### src/design/swst_pkg.sv
// Package of the sliding-window send tracker: item kinds, sequencer states,
// result word layout and default sizes. It depends on nothing else.
package swst_pkg;

  localparam int SLOTS_DEF       = 8;
  localparam int MAX_PAYLOAD_DEF = 64;

  localparam int KIND_W      = 2;
  localparam int IN_TDATA_W  = 72;
  localparam int OUT_TDATA_W = 64;
  localparam int SEQ_W       = 16;
  localparam int LEN_W       = 7;
  localparam int TIME_W      = 32;
  localparam int META_W      = SEQ_W + LEN_W;

  typedef enum logic [KIND_W-1:0] {
    KIND_CHUNK = 2'd0,
    KIND_ACK   = 2'd1,
    KIND_SENT  = 2'd2,
    KIND_NONE  = 2'd3
  } kind_t;

  typedef enum logic [2:0] {
    ST_IDLE,
    ST_ALLOC,
    ST_ACK_RD,
    ST_ACK_CMP,
    ST_FIND,
    ST_FIND_RD,
    ST_DONE
  } state_t;

  // The last member sits in the lowest bits of the result word.
  typedef struct packed {
    logic             bad_slot;
    logic [7:0]       current_window;
    logic [3:0]       flight_count;
    logic [LEN_W-1:0] next_length;
    logic [SEQ_W-1:0] next_seq;
    logic [2:0]       next_slot;
    logic             next_valid;
    logic [3:0]       acked_count;
    logic [SEQ_W-1:0] new_seqno;
    logic [2:0]       new_slot;
    logic             accepted;
  } result_t;

endpackage

### src/design/swst_ram.sv
// Generic single-write, single-read RAM with a registered read port.
// It depends on nothing else.
module swst_ram #(
  parameter int W = 8,
  parameter int D = 8
) (
  input  logic                            clk,
  input  logic                            we,
  input  logic [(D > 1 ? $clog2(D) : 1)-1:0] waddr,
  input  logic [W-1:0]                    wdata,
  input  logic [(D > 1 ? $clog2(D) : 1)-1:0] raddr,
  output logic [W-1:0]                    rdata
);

  logic [W-1:0] mem [D];

  always_ff @(posedge clk) begin
    if (we) begin
      mem[waddr] <= wdata;
    end
    rdata <= mem[raddr];
  end

endmodule

### src/design/sliding_window_send_tracker_core.sv
// Sliding-window send tracker: slot table of a sender with cumulative acks.
// Depends on swst_pkg and on swst_ram for the per-slot sequence, length and time.
//
// Input channel in_*: one word per event. in_tuser holds the kind (chunk, ack,
// sent); in_tdata holds the chunk length, ack number, advertised window, sent
// slot and send time. Output channel out_*: exactly one result word per input
// word, in order, holding the allocation, ack count, lowest unsent slot and
// the counters after the event.
// A small sequencer walks the slots one at a time with a single compare unit
// and a single RAM read port, so the block takes one word at a time and is not
// ready while it works. The ack walk visits each slot in a read state and
// then in a compare state, because every sequence number comes from the RAM.
// The result sits in an output register, so a new word is accepted while the
// previous result still waits; if the receiver stalls, the block holds its
// finished result until the register frees up and does not accept more words.
// Synchronous reset frees every slot, clears the counters and sets the window
// to SLOTS; the RAM contents need no clearing because no slot is read before
// it has been written.
module sliding_window_send_tracker_core
  import swst_pkg::*;
#(
  parameter int SLOTS       = SLOTS_DEF,
  parameter int MAX_PAYLOAD = MAX_PAYLOAD_DEF
) (
  input  logic                   clk,
  input  logic                   rst_n,
  input  logic                   in_tvalid,
  output logic                   in_tready,
  // kind [1:0]
  input  logic [KIND_W-1:0]      in_tuser,
  // chunk_len [6:0], ack_number [22:7], advertised_window [30:23],
  // sent_slot [33:31], send_time_us [65:34], zero fill [71:66]
  input  logic [IN_TDATA_W-1:0]  in_tdata,
  output logic                   out_tvalid,
  input  logic                   out_tready,
  // accepted [0], new_slot [3:1], new_seqno [19:4], acked_count [23:20],
  // next_valid [24], next_slot [27:25], next_seq [43:28], next_length [50:44],
  // flight_count [54:51], current_window [62:55], bad_slot [63]
  output logic [OUT_TDATA_W-1:0] out_tdata
);

  localparam int IW = (SLOTS > 1) ? $clog2(SLOTS) : 1;
  localparam int CW = $clog2(SLOTS + 1);
  localparam logic [IW-1:0] LAST_IDX = IW'(SLOTS - 1);

  state_t state_r, state_nxt;

  logic [IW-1:0]     idx_r, idx_nxt;
  logic [SLOTS-1:0]  free_r, free_nxt;
  logic [SLOTS-1:0]  sent_r, sent_nxt;
  logic [SEQ_W-1:0]  seq_ctr_r, seq_ctr_nxt;
  logic [CW-1:0]     occ_r, occ_nxt;
  logic [7:0]        win_r, win_nxt;
  logic [CW-1:0]     acked_r, acked_nxt;
  logic [LEN_W-1:0]  clen_r, clen_nxt;
  logic [SEQ_W-1:0]  ackno_r, ackno_nxt;
  logic [7:0]        adv_r, adv_nxt;
  result_t           work_r, work_nxt;
  result_t           out_r, out_nxt;
  logic              out_valid_r, out_valid_nxt;

  logic              in_fire;
  kind_t             in_kind;
  logic [LEN_W-1:0]  in_clen;
  logic [SEQ_W-1:0]  in_ackno;
  logic [7:0]        in_adv;
  logic [2:0]        in_sslot;
  logic [TIME_W-1:0] in_stime;
  logic [IW-1:0]     sent_idx;
  logic              sent_ok;
  logic              win_ok;
  logic              last;
  logic              found;
  logic              out_free;
  logic [LEN_W-1:0]  len_sat;
  logic [31:0]       idx_ext;
  logic [31:0]       occ_ext;
  logic [31:0]       acked_ext;

  logic              meta_we;
  logic [META_W-1:0] meta_wdata;
  logic [META_W-1:0] meta_rdata;
  logic [IW-1:0]     meta_raddr;
  logic              time_we;

  assign in_kind  = kind_t'(in_tuser);
  assign in_clen  = in_tdata[6:0];
  assign in_ackno = in_tdata[22:7];
  assign in_adv   = in_tdata[30:23];
  assign in_sslot = in_tdata[33:31];
  assign in_stime = in_tdata[65:34];

  assign in_tready  = (state_r == ST_IDLE);
  assign in_fire    = in_tvalid && in_tready;
  assign out_tvalid = out_valid_r;
  assign out_tdata  = out_r;

  assign sent_idx  = IW'(in_sslot);
  assign sent_ok   = (32'(in_sslot) < SLOTS) && !free_r[sent_idx];
  assign occ_ext   = 32'(occ_r);
  assign idx_ext   = 32'(idx_r);
  assign acked_ext = 32'(acked_r);
  assign win_ok    = (in_clen != '0) && (occ_ext < 32'(win_r));
  assign last      = (idx_r == LAST_IDX);
  assign found     = !free_r[idx_r] && !sent_r[idx_r];
  assign out_free  = !out_valid_r || out_tready;
  assign len_sat   = (32'(in_clen) > MAX_PAYLOAD) ? LEN_W'(MAX_PAYLOAD) : in_clen;

  always_comb begin
    state_nxt = state_r;
    case (state_r)
      ST_IDLE: begin
        if (in_fire) begin
          case (in_kind)
            KIND_CHUNK: state_nxt = win_ok ? ST_ALLOC : ST_FIND;
            KIND_ACK:   state_nxt = ST_ACK_RD;
            default:    state_nxt = ST_FIND;
          endcase
        end
      end
      ST_ALLOC: begin
        if (free_r[idx_r] || last) begin
          state_nxt = ST_FIND;
        end
      end
      ST_ACK_RD:  state_nxt = ST_ACK_CMP;
      ST_ACK_CMP: state_nxt = last ? ST_FIND : ST_ACK_RD;
      ST_FIND: begin
        if (found) begin
          state_nxt = ST_FIND_RD;
        end else if (last) begin
          state_nxt = ST_DONE;
        end
      end
      ST_FIND_RD: state_nxt = ST_DONE;
      ST_DONE: begin
        if (out_free) begin
          state_nxt = ST_IDLE;
        end
      end
      default: state_nxt = ST_IDLE;
    endcase
  end

  always_comb begin
    idx_nxt       = idx_r;
    free_nxt      = free_r;
    sent_nxt      = sent_r;
    seq_ctr_nxt   = seq_ctr_r;
    occ_nxt       = occ_r;
    win_nxt       = win_r;
    acked_nxt     = acked_r;
    clen_nxt      = clen_r;
    ackno_nxt     = ackno_r;
    adv_nxt       = adv_r;
    work_nxt      = work_r;
    out_nxt       = out_r;
    out_valid_nxt = out_valid_r && !out_tready;
    meta_we       = 1'b0;
    meta_wdata    = {seq_ctr_r, clen_r};
    meta_raddr    = idx_r;
    time_we       = 1'b0;
    case (state_r)
      ST_IDLE: begin
        if (in_fire) begin
          idx_nxt   = '0;
          acked_nxt = '0;
          clen_nxt  = len_sat;
          ackno_nxt = in_ackno;
          adv_nxt   = in_adv;
          work_nxt  = '0;
          if (in_kind == KIND_SENT) begin
            if (sent_ok) begin
              time_we            = 1'b1;
              sent_nxt[sent_idx] = 1'b1;
            end else begin
              work_nxt.bad_slot = 1'b1;
            end
          end
        end
      end
      ST_ALLOC: begin
        if (free_r[idx_r]) begin
          meta_we            = 1'b1;
          free_nxt[idx_r]    = 1'b0;
          sent_nxt[idx_r]    = 1'b0;
          occ_nxt            = occ_r + 1'b1;
          seq_ctr_nxt        = seq_ctr_r + 1'b1;
          work_nxt.accepted  = 1'b1;
          work_nxt.new_slot  = idx_ext[2:0];
          work_nxt.new_seqno = seq_ctr_r;
          idx_nxt            = '0;
        end else begin
          idx_nxt = last ? '0 : idx_r + 1'b1;
        end
      end
      ST_ACK_CMP: begin
        if (!free_r[idx_r] && (meta_rdata[META_W-1:LEN_W] <= ackno_r)) begin
          free_nxt[idx_r] = 1'b1;
          sent_nxt[idx_r] = 1'b0;
          acked_nxt       = acked_r + 1'b1;
          if (occ_r != '0) begin
            occ_nxt = occ_r - 1'b1;
          end
        end
        if (last) begin
          win_nxt = adv_r;
          idx_nxt = '0;
        end else begin
          idx_nxt = idx_r + 1'b1;
        end
      end
      ST_FIND: begin
        if (found) begin
          work_nxt.next_valid = 1'b1;
          work_nxt.next_slot  = idx_ext[2:0];
        end else if (!last) begin
          idx_nxt = idx_r + 1'b1;
        end
      end
      ST_FIND_RD: begin
        work_nxt.next_seq    = meta_rdata[META_W-1:LEN_W];
        work_nxt.next_length = meta_rdata[LEN_W-1:0];
      end
      ST_DONE: begin
        if (out_free) begin
          out_nxt                = work_r;
          out_nxt.acked_count    = acked_ext[3:0];
          out_nxt.flight_count   = occ_ext[3:0];
          out_nxt.current_window = win_r;
          out_valid_nxt          = 1'b1;
        end
      end
      default: begin
      end
    endcase
  end

  always_ff @(posedge clk) begin
    if (!rst_n) begin
      state_r     <= ST_IDLE;
      idx_r       <= '0;
      free_r      <= '1;
      sent_r      <= '0;
      seq_ctr_r   <= '0;
      occ_r       <= '0;
      win_r       <= 8'(SLOTS);
      out_valid_r <= 1'b0;
    end else begin
      state_r     <= state_nxt;
      idx_r       <= idx_nxt;
      free_r      <= free_nxt;
      sent_r      <= sent_nxt;
      seq_ctr_r   <= seq_ctr_nxt;
      occ_r       <= occ_nxt;
      win_r       <= win_nxt;
      out_valid_r <= out_valid_nxt;
    end
  end

  always_ff @(posedge clk) begin
    acked_r <= acked_nxt;
    clen_r  <= clen_nxt;
    ackno_r <= ackno_nxt;
    adv_r   <= adv_nxt;
    work_r  <= work_nxt;
    out_r   <= out_nxt;
  end

  swst_ram #(
    .W (META_W),
    .D (SLOTS)
  ) u_meta_ram (
    .clk   (clk),
    .we    (meta_we),
    .waddr (idx_r),
    .wdata (meta_wdata),
    .raddr (meta_raddr),
    .rdata (meta_rdata)
  );

  swst_ram #(
    .W (TIME_W),
    .D (SLOTS)
  ) u_time_ram (
    .clk   (clk),
    .we    (time_we),
    .waddr (sent_idx),
    .wdata (in_stime),
    .raddr (sent_idx),
    .rdata ()
  );

endmodule

### config.mk
export PLATFORM = sky130hd
export DESIGN_NAME = sliding_window_send_tracker_core
export DESIGN_NICKNAME = d
export VERILOG_FILES = /design/src/design/swst_pkg.sv /design/src/design/swst_ram.sv /design/src/design/sliding_window_send_tracker_core.sv
export SDC_FILE = /design/constraint.sdc
export NUM_CORES = 1
export LEC_CHECK = 0
export ABC_CLOCK_PERIOD_IN_PS = 3900
export BUFFER_PORTS_ARGS = -buffer_cell sky130_fd_sc_hd__buf_2
export CORE_MARGIN = 2
export CORE_UTILIZATION = 30
export CTS_CLUSTER_DIAMETER = 200
export DETAILED_ROUTE_END_ITERATION = 10
export PLACE_DENSITY = 0.57
export SLEW_MARGIN = 5
export SYNTH_ARGS = -nofsm -noshare
export SYNTH_HDL_FRONTEND = slang
export SYNTH_SLANG_ARGS = --single-unit
### constraint.sdc
create_clock -name clk -period 3.9 [get_ports clk]
set_input_delay 0.78 -clock clk [delete_from_list [all_inputs] [get_ports clk]]
set_output_delay 0.78 -clock clk [all_outputs]
set_load 0.01 [all_outputs]
### Word-level counts from Yosys, hierarchy flattened

Memory sizes are Yosys's and may differ from the RTL's. A register that Yosys moved wholly into a read port is not among the register bits.
Cells that the tools add are included.

| word-level totals | value |
|---|---|
| register bits after elaboration | 198 |
| bits in writable memories | 184 |
| input bits | 78 |
| output and inout bits | 66 |
| word-level logic and storage cells | 161 |
| memories kept | 1 |

| operators by class | value |
|---|---|
| $add $sub $neg | 5 |
| order comparisons | 7 |
| equality and inequality tests | 21 |
| multiplexer cells | 54 |
| bitwise logic cells | 5 |
| reduce and logical (&&, ||, !) cells | 37 |

Memory list:

| name | words | width | read ports | clocked after Yosys merged registers in | write ports | RTL line | text |
|---|---|---|---|---|---|---|---|
| u_meta_ram.mem | 8 | 23 | 1 | 1 | 1 | swst_ram.sv:15 | `logic [W-1:0] mem [D];` |

Operators with widths:

| operator | number |
|---|---|
| $mux W8 | 7 |
| $mux W51 | 1 |
| $pmux W23 S2 | 1 |
| $pmux W20 S2 | 1 |
| $mux W3 | 12 |
| $mux W4 | 6 |
| $pmux W4 S2 | 3 |
| $pmux W8 S3 | 1 |
| $pmux W3 S7 | 1 |
| $mux W20 | 1 |
| $ne A2 B2 Y1 const B | 9 |
| $add A16 B1 Y16 const B | 1 |
| $and A8 B8 Y8 | 2 |
| $le A16 B16 Y1 | 1 |
| $or A8 B8 Y8 | 2 |
| $pmux W8 S2 | 1 |
| $eq A3 B3 Y1 const B | 4 |
| $mux W1 | 12 |
| $pmux W3 S4 | 1 |
| $reduce_and A3 Y1 | 4 |
| $reduce_and A4 Y1 | 3 |
| $reduce_and A2 Y1 | 5 |
| $reduce_bool A2 Y1 | 5 |
| $bmux W1 S3 | 3 |
| 25 further kinds | 42 |

### Depth between registers and ports, before layout

| depth | value |
|---|---|
| depth in word-level cells | 9 |
| mapped depth | 10 |
| gate-level depth less buffers | 9 |

### Hierarchy

From an unflattened synthesis, not the netlist that was laid out.

| unflattened totals | value |
|---|---|
| cell total of the unflattened synthesis | 937 |
| area, all modules | 15700.1 sq um |

By module, submodules not included:

| module | times used | cells an instance | area an instance (sq um) | seq. area each (sq um) |
|---|---|---|---|---|
| sliding_window_send_tracker_core | 1 | 636 | 8134.1 | 5435.2 |
| swst_ram | 1 | 301 | 7566.0 | 5985.7 |

### Worst setup path after synthesis

No wires, ideal clock.

| timing path | value |
|---|---|
| path type | reg2reg |
| start | register state_r[1] |
| end | register out_r (netlist bit out_tdata[0]) (enable) |
| arrival time | 3.858 ns |
| setup slack | -0.444 ns |
| cell stages (with the launch flop) | 6 |
| buffers on the path | 2 |
| clock period less this slack | 4.344 ns |
| cell sequence | dfxtp_1 -> clkbuf_1 -> inv_1 -> clkbuf_1 -> or2_2 -> nor2_1 |

| between the ends | value |
|---|---|
| word-level cells in the longest chain between the ends | 2 |

Ends and longest elaborated chain:

| item | RTL line | text |
|---|---|---|
| start: declaration | sliding_window_send_tracker_core.sv:46 | `state_t state_r, state_nxt;` |
| start signal: assignment | sliding_window_send_tracker_core.sv:250 | `state_r <= state_nxt;` |
| $eq A3 B3 Y1 | sliding_window_send_tracker_core.sv:163 | `case (state_r)` |
| $reduce_and A2 Y1 (no line) | n/a |  |
| end signal: assignment | sliding_window_send_tracker_core.sv:267 | `out_r <= out_nxt;` |
| end: declaration | sliding_window_send_tracker_core.sv:59 | `result_t out_r, out_nxt;` |

No other way between the ends.
A chain may end at the register's enable or synchronous reset.

### Worst setup path after layout

| timing path | value |
|---|---|
| start | register idx_r[1] |
| end | memory u_meta_ram.mem[7][5] (netlist bit) (enable) |

| between the ends | value |
|---|---|
| word-level cells in the longest chain between the ends | 6 |

Ends and longest elaborated chain:

| item | RTL line | text |
|---|---|---|
| start: declaration | sliding_window_send_tracker_core.sv:48 | `logic [IW-1:0] idx_r, idx_nxt;` |
| start signal: assignment | sliding_window_send_tracker_core.sv:251 | `idx_r <= idx_nxt;` |
| $bmux W1 S3 | sliding_window_send_tracker_core.sv:183 | `if (free_r[idx_r]) begin` |
| $mux W1 (not written as such) | sliding_window_send_tracker_core.sv:183 |  |
| $mux W1 | sliding_window_send_tracker_core.sv:183 |  |
| $mux W1 | sliding_window_send_tracker_core.sv:163 |  |
| $mux W1 | swst_ram.sv:18 | `if (we) begin` |
| $mux W1 (not written as such) | swst_ram.sv:19 | `mem[waddr] <= wdata;` |
| end: declaration | swst_ram.sv:15 |  |

Several ways; a longest one is shown, not always the timed one. The select of a mux whose other input is x is not followed.

==> impl_metrics.csv <==
group,metric,value,unit
timing,setup_tns,0,ns
grt,first_global_vias,8530,
placement,place_hpwl,21.17,mm
power_and_ir_drop,pwr-share-comb,13.1,%
power_and_ir_drop,pwr-share-clk,35.0,%
logic_synthesis,synth-seq-cells,405,
timing,fmax,330.7,MHz
power_and_ir_drop,seq_power_share,51.9,%
logic_synthesis,synth_fa_ha_area_share,2.226,%
logic_synthesis,synth.mux.area_fraction,0.8369,%
run_status,status,"finished clean",
power_and_ir_drop,p_sw_share,26.25,%
detailed_routing,firstDrtPassIters,4,
cells_and_area,drive_above_1_share,18.99,%
floorplan,core_area,49050,µm²
cells_and_area,area_growth,18.54,%
floorplan,die_h,227.2,µm
floorplan,rows,81,
cts,cts_sinks,405,
power_and_ir_drop,p_int,8.163,mW
setup_path,worstPathCellList,"inv_2, o211ai_2, a21oi_2, nand2b_1, nor3_2, buf_4",
floorplan,die_width,227.2,µm
timing,hold_viol_final,0,
placement,placedInstanceArea,16390,µm²
setup_path,slowest_delay,0.77,ns
grt,grtUsageTotal,12.94,%
grt,grt_pass1_wl,50.85,mm
logic_synthesis,ys_types,58,
cells_and_area,mostFrequentLayoutCells,"edfxtp_1, buf_2, a22oi_1",
setup_path,required,4.08,ns
logic_synthesis,synth_area,14950,µm²
cts,insertion_delay,0.55,ns
cts,cts_root_buf,"clkbuf_16",
placement,portBuffers,105,
detailed_routing,vias_per_cell,4.757,
cells_and_area,stdcell_count,1800,
detailed_routing,drt-wirelength-per-cell,18.72,µm
timing,worstMarginPinSlew,0.9599,ns
power_and_ir_drop,vdd_drop_max,0.2902,mV
logic_synthesis,synth-simple-area-share,8.612,%
grt,grt_overflow,0,
logic_synthesis,postSynthCellCount,967,
setup_path,critPathArrivalTime,3.21,ns
cells_and_area,layout.nets,1204,
grt,antenna_found_initial,11,
cts,ctsResizeCount,0,
setup_path,path_class,"reg -> reg",
logic_synthesis,synth_area_leader_cell,"edfxtp_1",
logic_synthesis,ys.warnings.count,0,
cts,clkTransAtPathRegs,0.06,ns
timing,grt_setup_unrepaired,"no",
cts,cts_max_level,2,
setup_path,cp-start-kind,"flip-flop",
timing,finalCriticalPeriod,3.024,ns
logic_synthesis,synth_compound_area_share,8.854,%
cts,cts_inserted_buffers,41,
grt,grt_max_degree,52,
placement,pre_cts_ws,0.9307,ns
logic_synthesis,synthArstFlopShare,0,%
timing,clock_skew,0.01709,ns
logic_synthesis,ys_seq_area_share,76.39,%
detailed_routing,num_vias,8563,
floorplan,io_pins,144,
logic_synthesis,synth_ff_type,"edfxtp_1",
cells_and_area,final_area,17720,µm²
cts,cts_tree,"done",
timing,holdWs,0.4088,ns
power_and_ir_drop,power_switching,2.906,mW
setup_path,crit_family,"flip-flops",
setup_path,critPathBufInv,2,
cts,cts_hold_buf,0,
detailed_routing,ant_nets,0,
logic_synthesis,synth_top_family_by_area,"compound AO/OA/AOI/OAI gates",
setup_path,end_kind,"flip-flop",
placement,dp_cells,1721,
floorplan,initial_core_util,30.48,%
detailed_routing,drt-total-wl,33.70,mm
logic_synthesis,synth-xor-area-share,0.9959,%
flow_run,maxCapViolCount,0,
placement,gp_congestion,0.7877,
power_and_ir_drop,p_leak,6.150,nW
detailed_routing,drc,0,
setup_path,cp_max_fo,24,
logic_synthesis,syn_nets,1071,
timing,finalCritPeriodShare,77.54,%
logic_synthesis,netlist_top_cells_area,"edfxtp_1, dfxtp_1, a22oi_1",
logic_synthesis,synth_top_area_share,66.48,%
logic_synthesis,syn_area_per_cell,15.46,µm²
power_and_ir_drop,pwr_density_cell,624.6,nW/µm²
timing,relSlewSlack,35.85,%
timing,fin_ws,0.8761,ns
detailed_routing,initialDrtViolationCount,658,
timing,setup_viol,0,
floorplan,dieArea,51640,µm²
timing,finalMaxSlewViolations,0,
logic_synthesis,synth_enable_flop_cells,331,
cells_and_area,finish.utilization,36.13,%
setup_path,slowest_stage,"dfxtp_1",
power_and_ir_drop,power.total,11.07,mW
cts,cts_setup_buffers,0,
cts,cts.path.max_buffers,3,
cells_and_area,final_common_cell,"edfxtp_1",
worst_hold_path,hp-class,"in -> reg",
## state kept, by name, summed over array words and instances, names as in the netlist, named ones only
name	cells
acked_r	4
ackno_r	16
adv_r	8
clen_r	7
idx_r	3
occ_r	4
out_tdata	64
out_tvalid	1
sent_r	8
seq_ctr_r	16
state_r	3
u_meta_ram.mem	184
u_meta_ram.rdata	23
win_r	8
work_r	48
## path summary, 6_finish.rpt
kind | endpoint | startpoint | slack [ns] | depth (start not counted)
min reg2reg | out_tdata[19] | work_r[19] | 0.41 | 0
max | u_meta_ram.mem[7][5] | idx_r[1] | 0.88 | 6
max reg2reg | u_meta_ram.mem[7][5] | idx_r[1] | 0.88 | 6
min | ackno_r[4] | in_tdata[11] | 0.41 | 1
## cell usage after synthesis (all sizes together), types with 4 or more instances
| master | n |
|---|---|
| a21oi | 43 |
| nand3 | 11 |
| mux4 | 4 |
| ha | 25 |
| nor2 | 36 |
| edfxtp | 331 |
| nand3b | 4 |
| or3 | 6 |
| and2 | 34 |
| a22oi | 86 |
| o211ai | 6 |
| xnor2 | 8 |
| nand4 | 29 |
| nand2b | 7 |
| dfxtp | 74 |
| inv | 34 |
| xor2 | 9 |
| nand2 | 57 |
| nor2b | 11 |
| and3 | 21 |
| clkbuf | 40 |
| o21ai | 27 |
| nor4 | 8 |
| nor3 | 12 |
## area by class of cell
type	instances	area [µm²]
diodes	4	10.01
clock buffers	55	1099
clock inverters	20	225.2
fillers	4698	31330
inverters	34	127.6
multi-input cells	485	3261
flip-flops and latches	405	11420
well taps	664	830.8
repair buffers	133	748.2
## metal layers
layer / global-route usage [%] / up-vias / part of all wire, %
met3: 2.452 / 54 / 5.7
met1: 16.80 / 4253 / 44
met2: 21.92 / 262 / 48
li1: - / 3986 / -
met4: 4.006 / 8 / 2.0
met5: 0 / - / 0.14
## power by group through the flow
| stage | clock [mW] | combinational [mW] | sequential (mW) |
|---|---|---|---|
| after detailed placement | 0 | 1.47 | 5.84 |
| after global placement | 0 | 1.45 | 5.83 |
| after CTS | 3.95 | 1.48 | 5.75 |
| after floorplan | 0 | 0.951 | 5.71 |
| after global routing | 4.11 | 1.62 | 5.82 |
| final | 3.87 | 1.45 | 5.75 |
## kinds of logic (layout without fill, tap and decap cells)
group	Yosys count	after routing
other	0	4
multiplexers	7	7
AO/OA/AOI/OAI	191	191
adder cells (fa/ha/maj)	26	26
AND/OR/NAND/NOR	244	244
flip-flops	405	405
XOR/XNOR	17	17
buffers and inverters	77	242
Note: power is estimated with default switching activity, not from simulation.
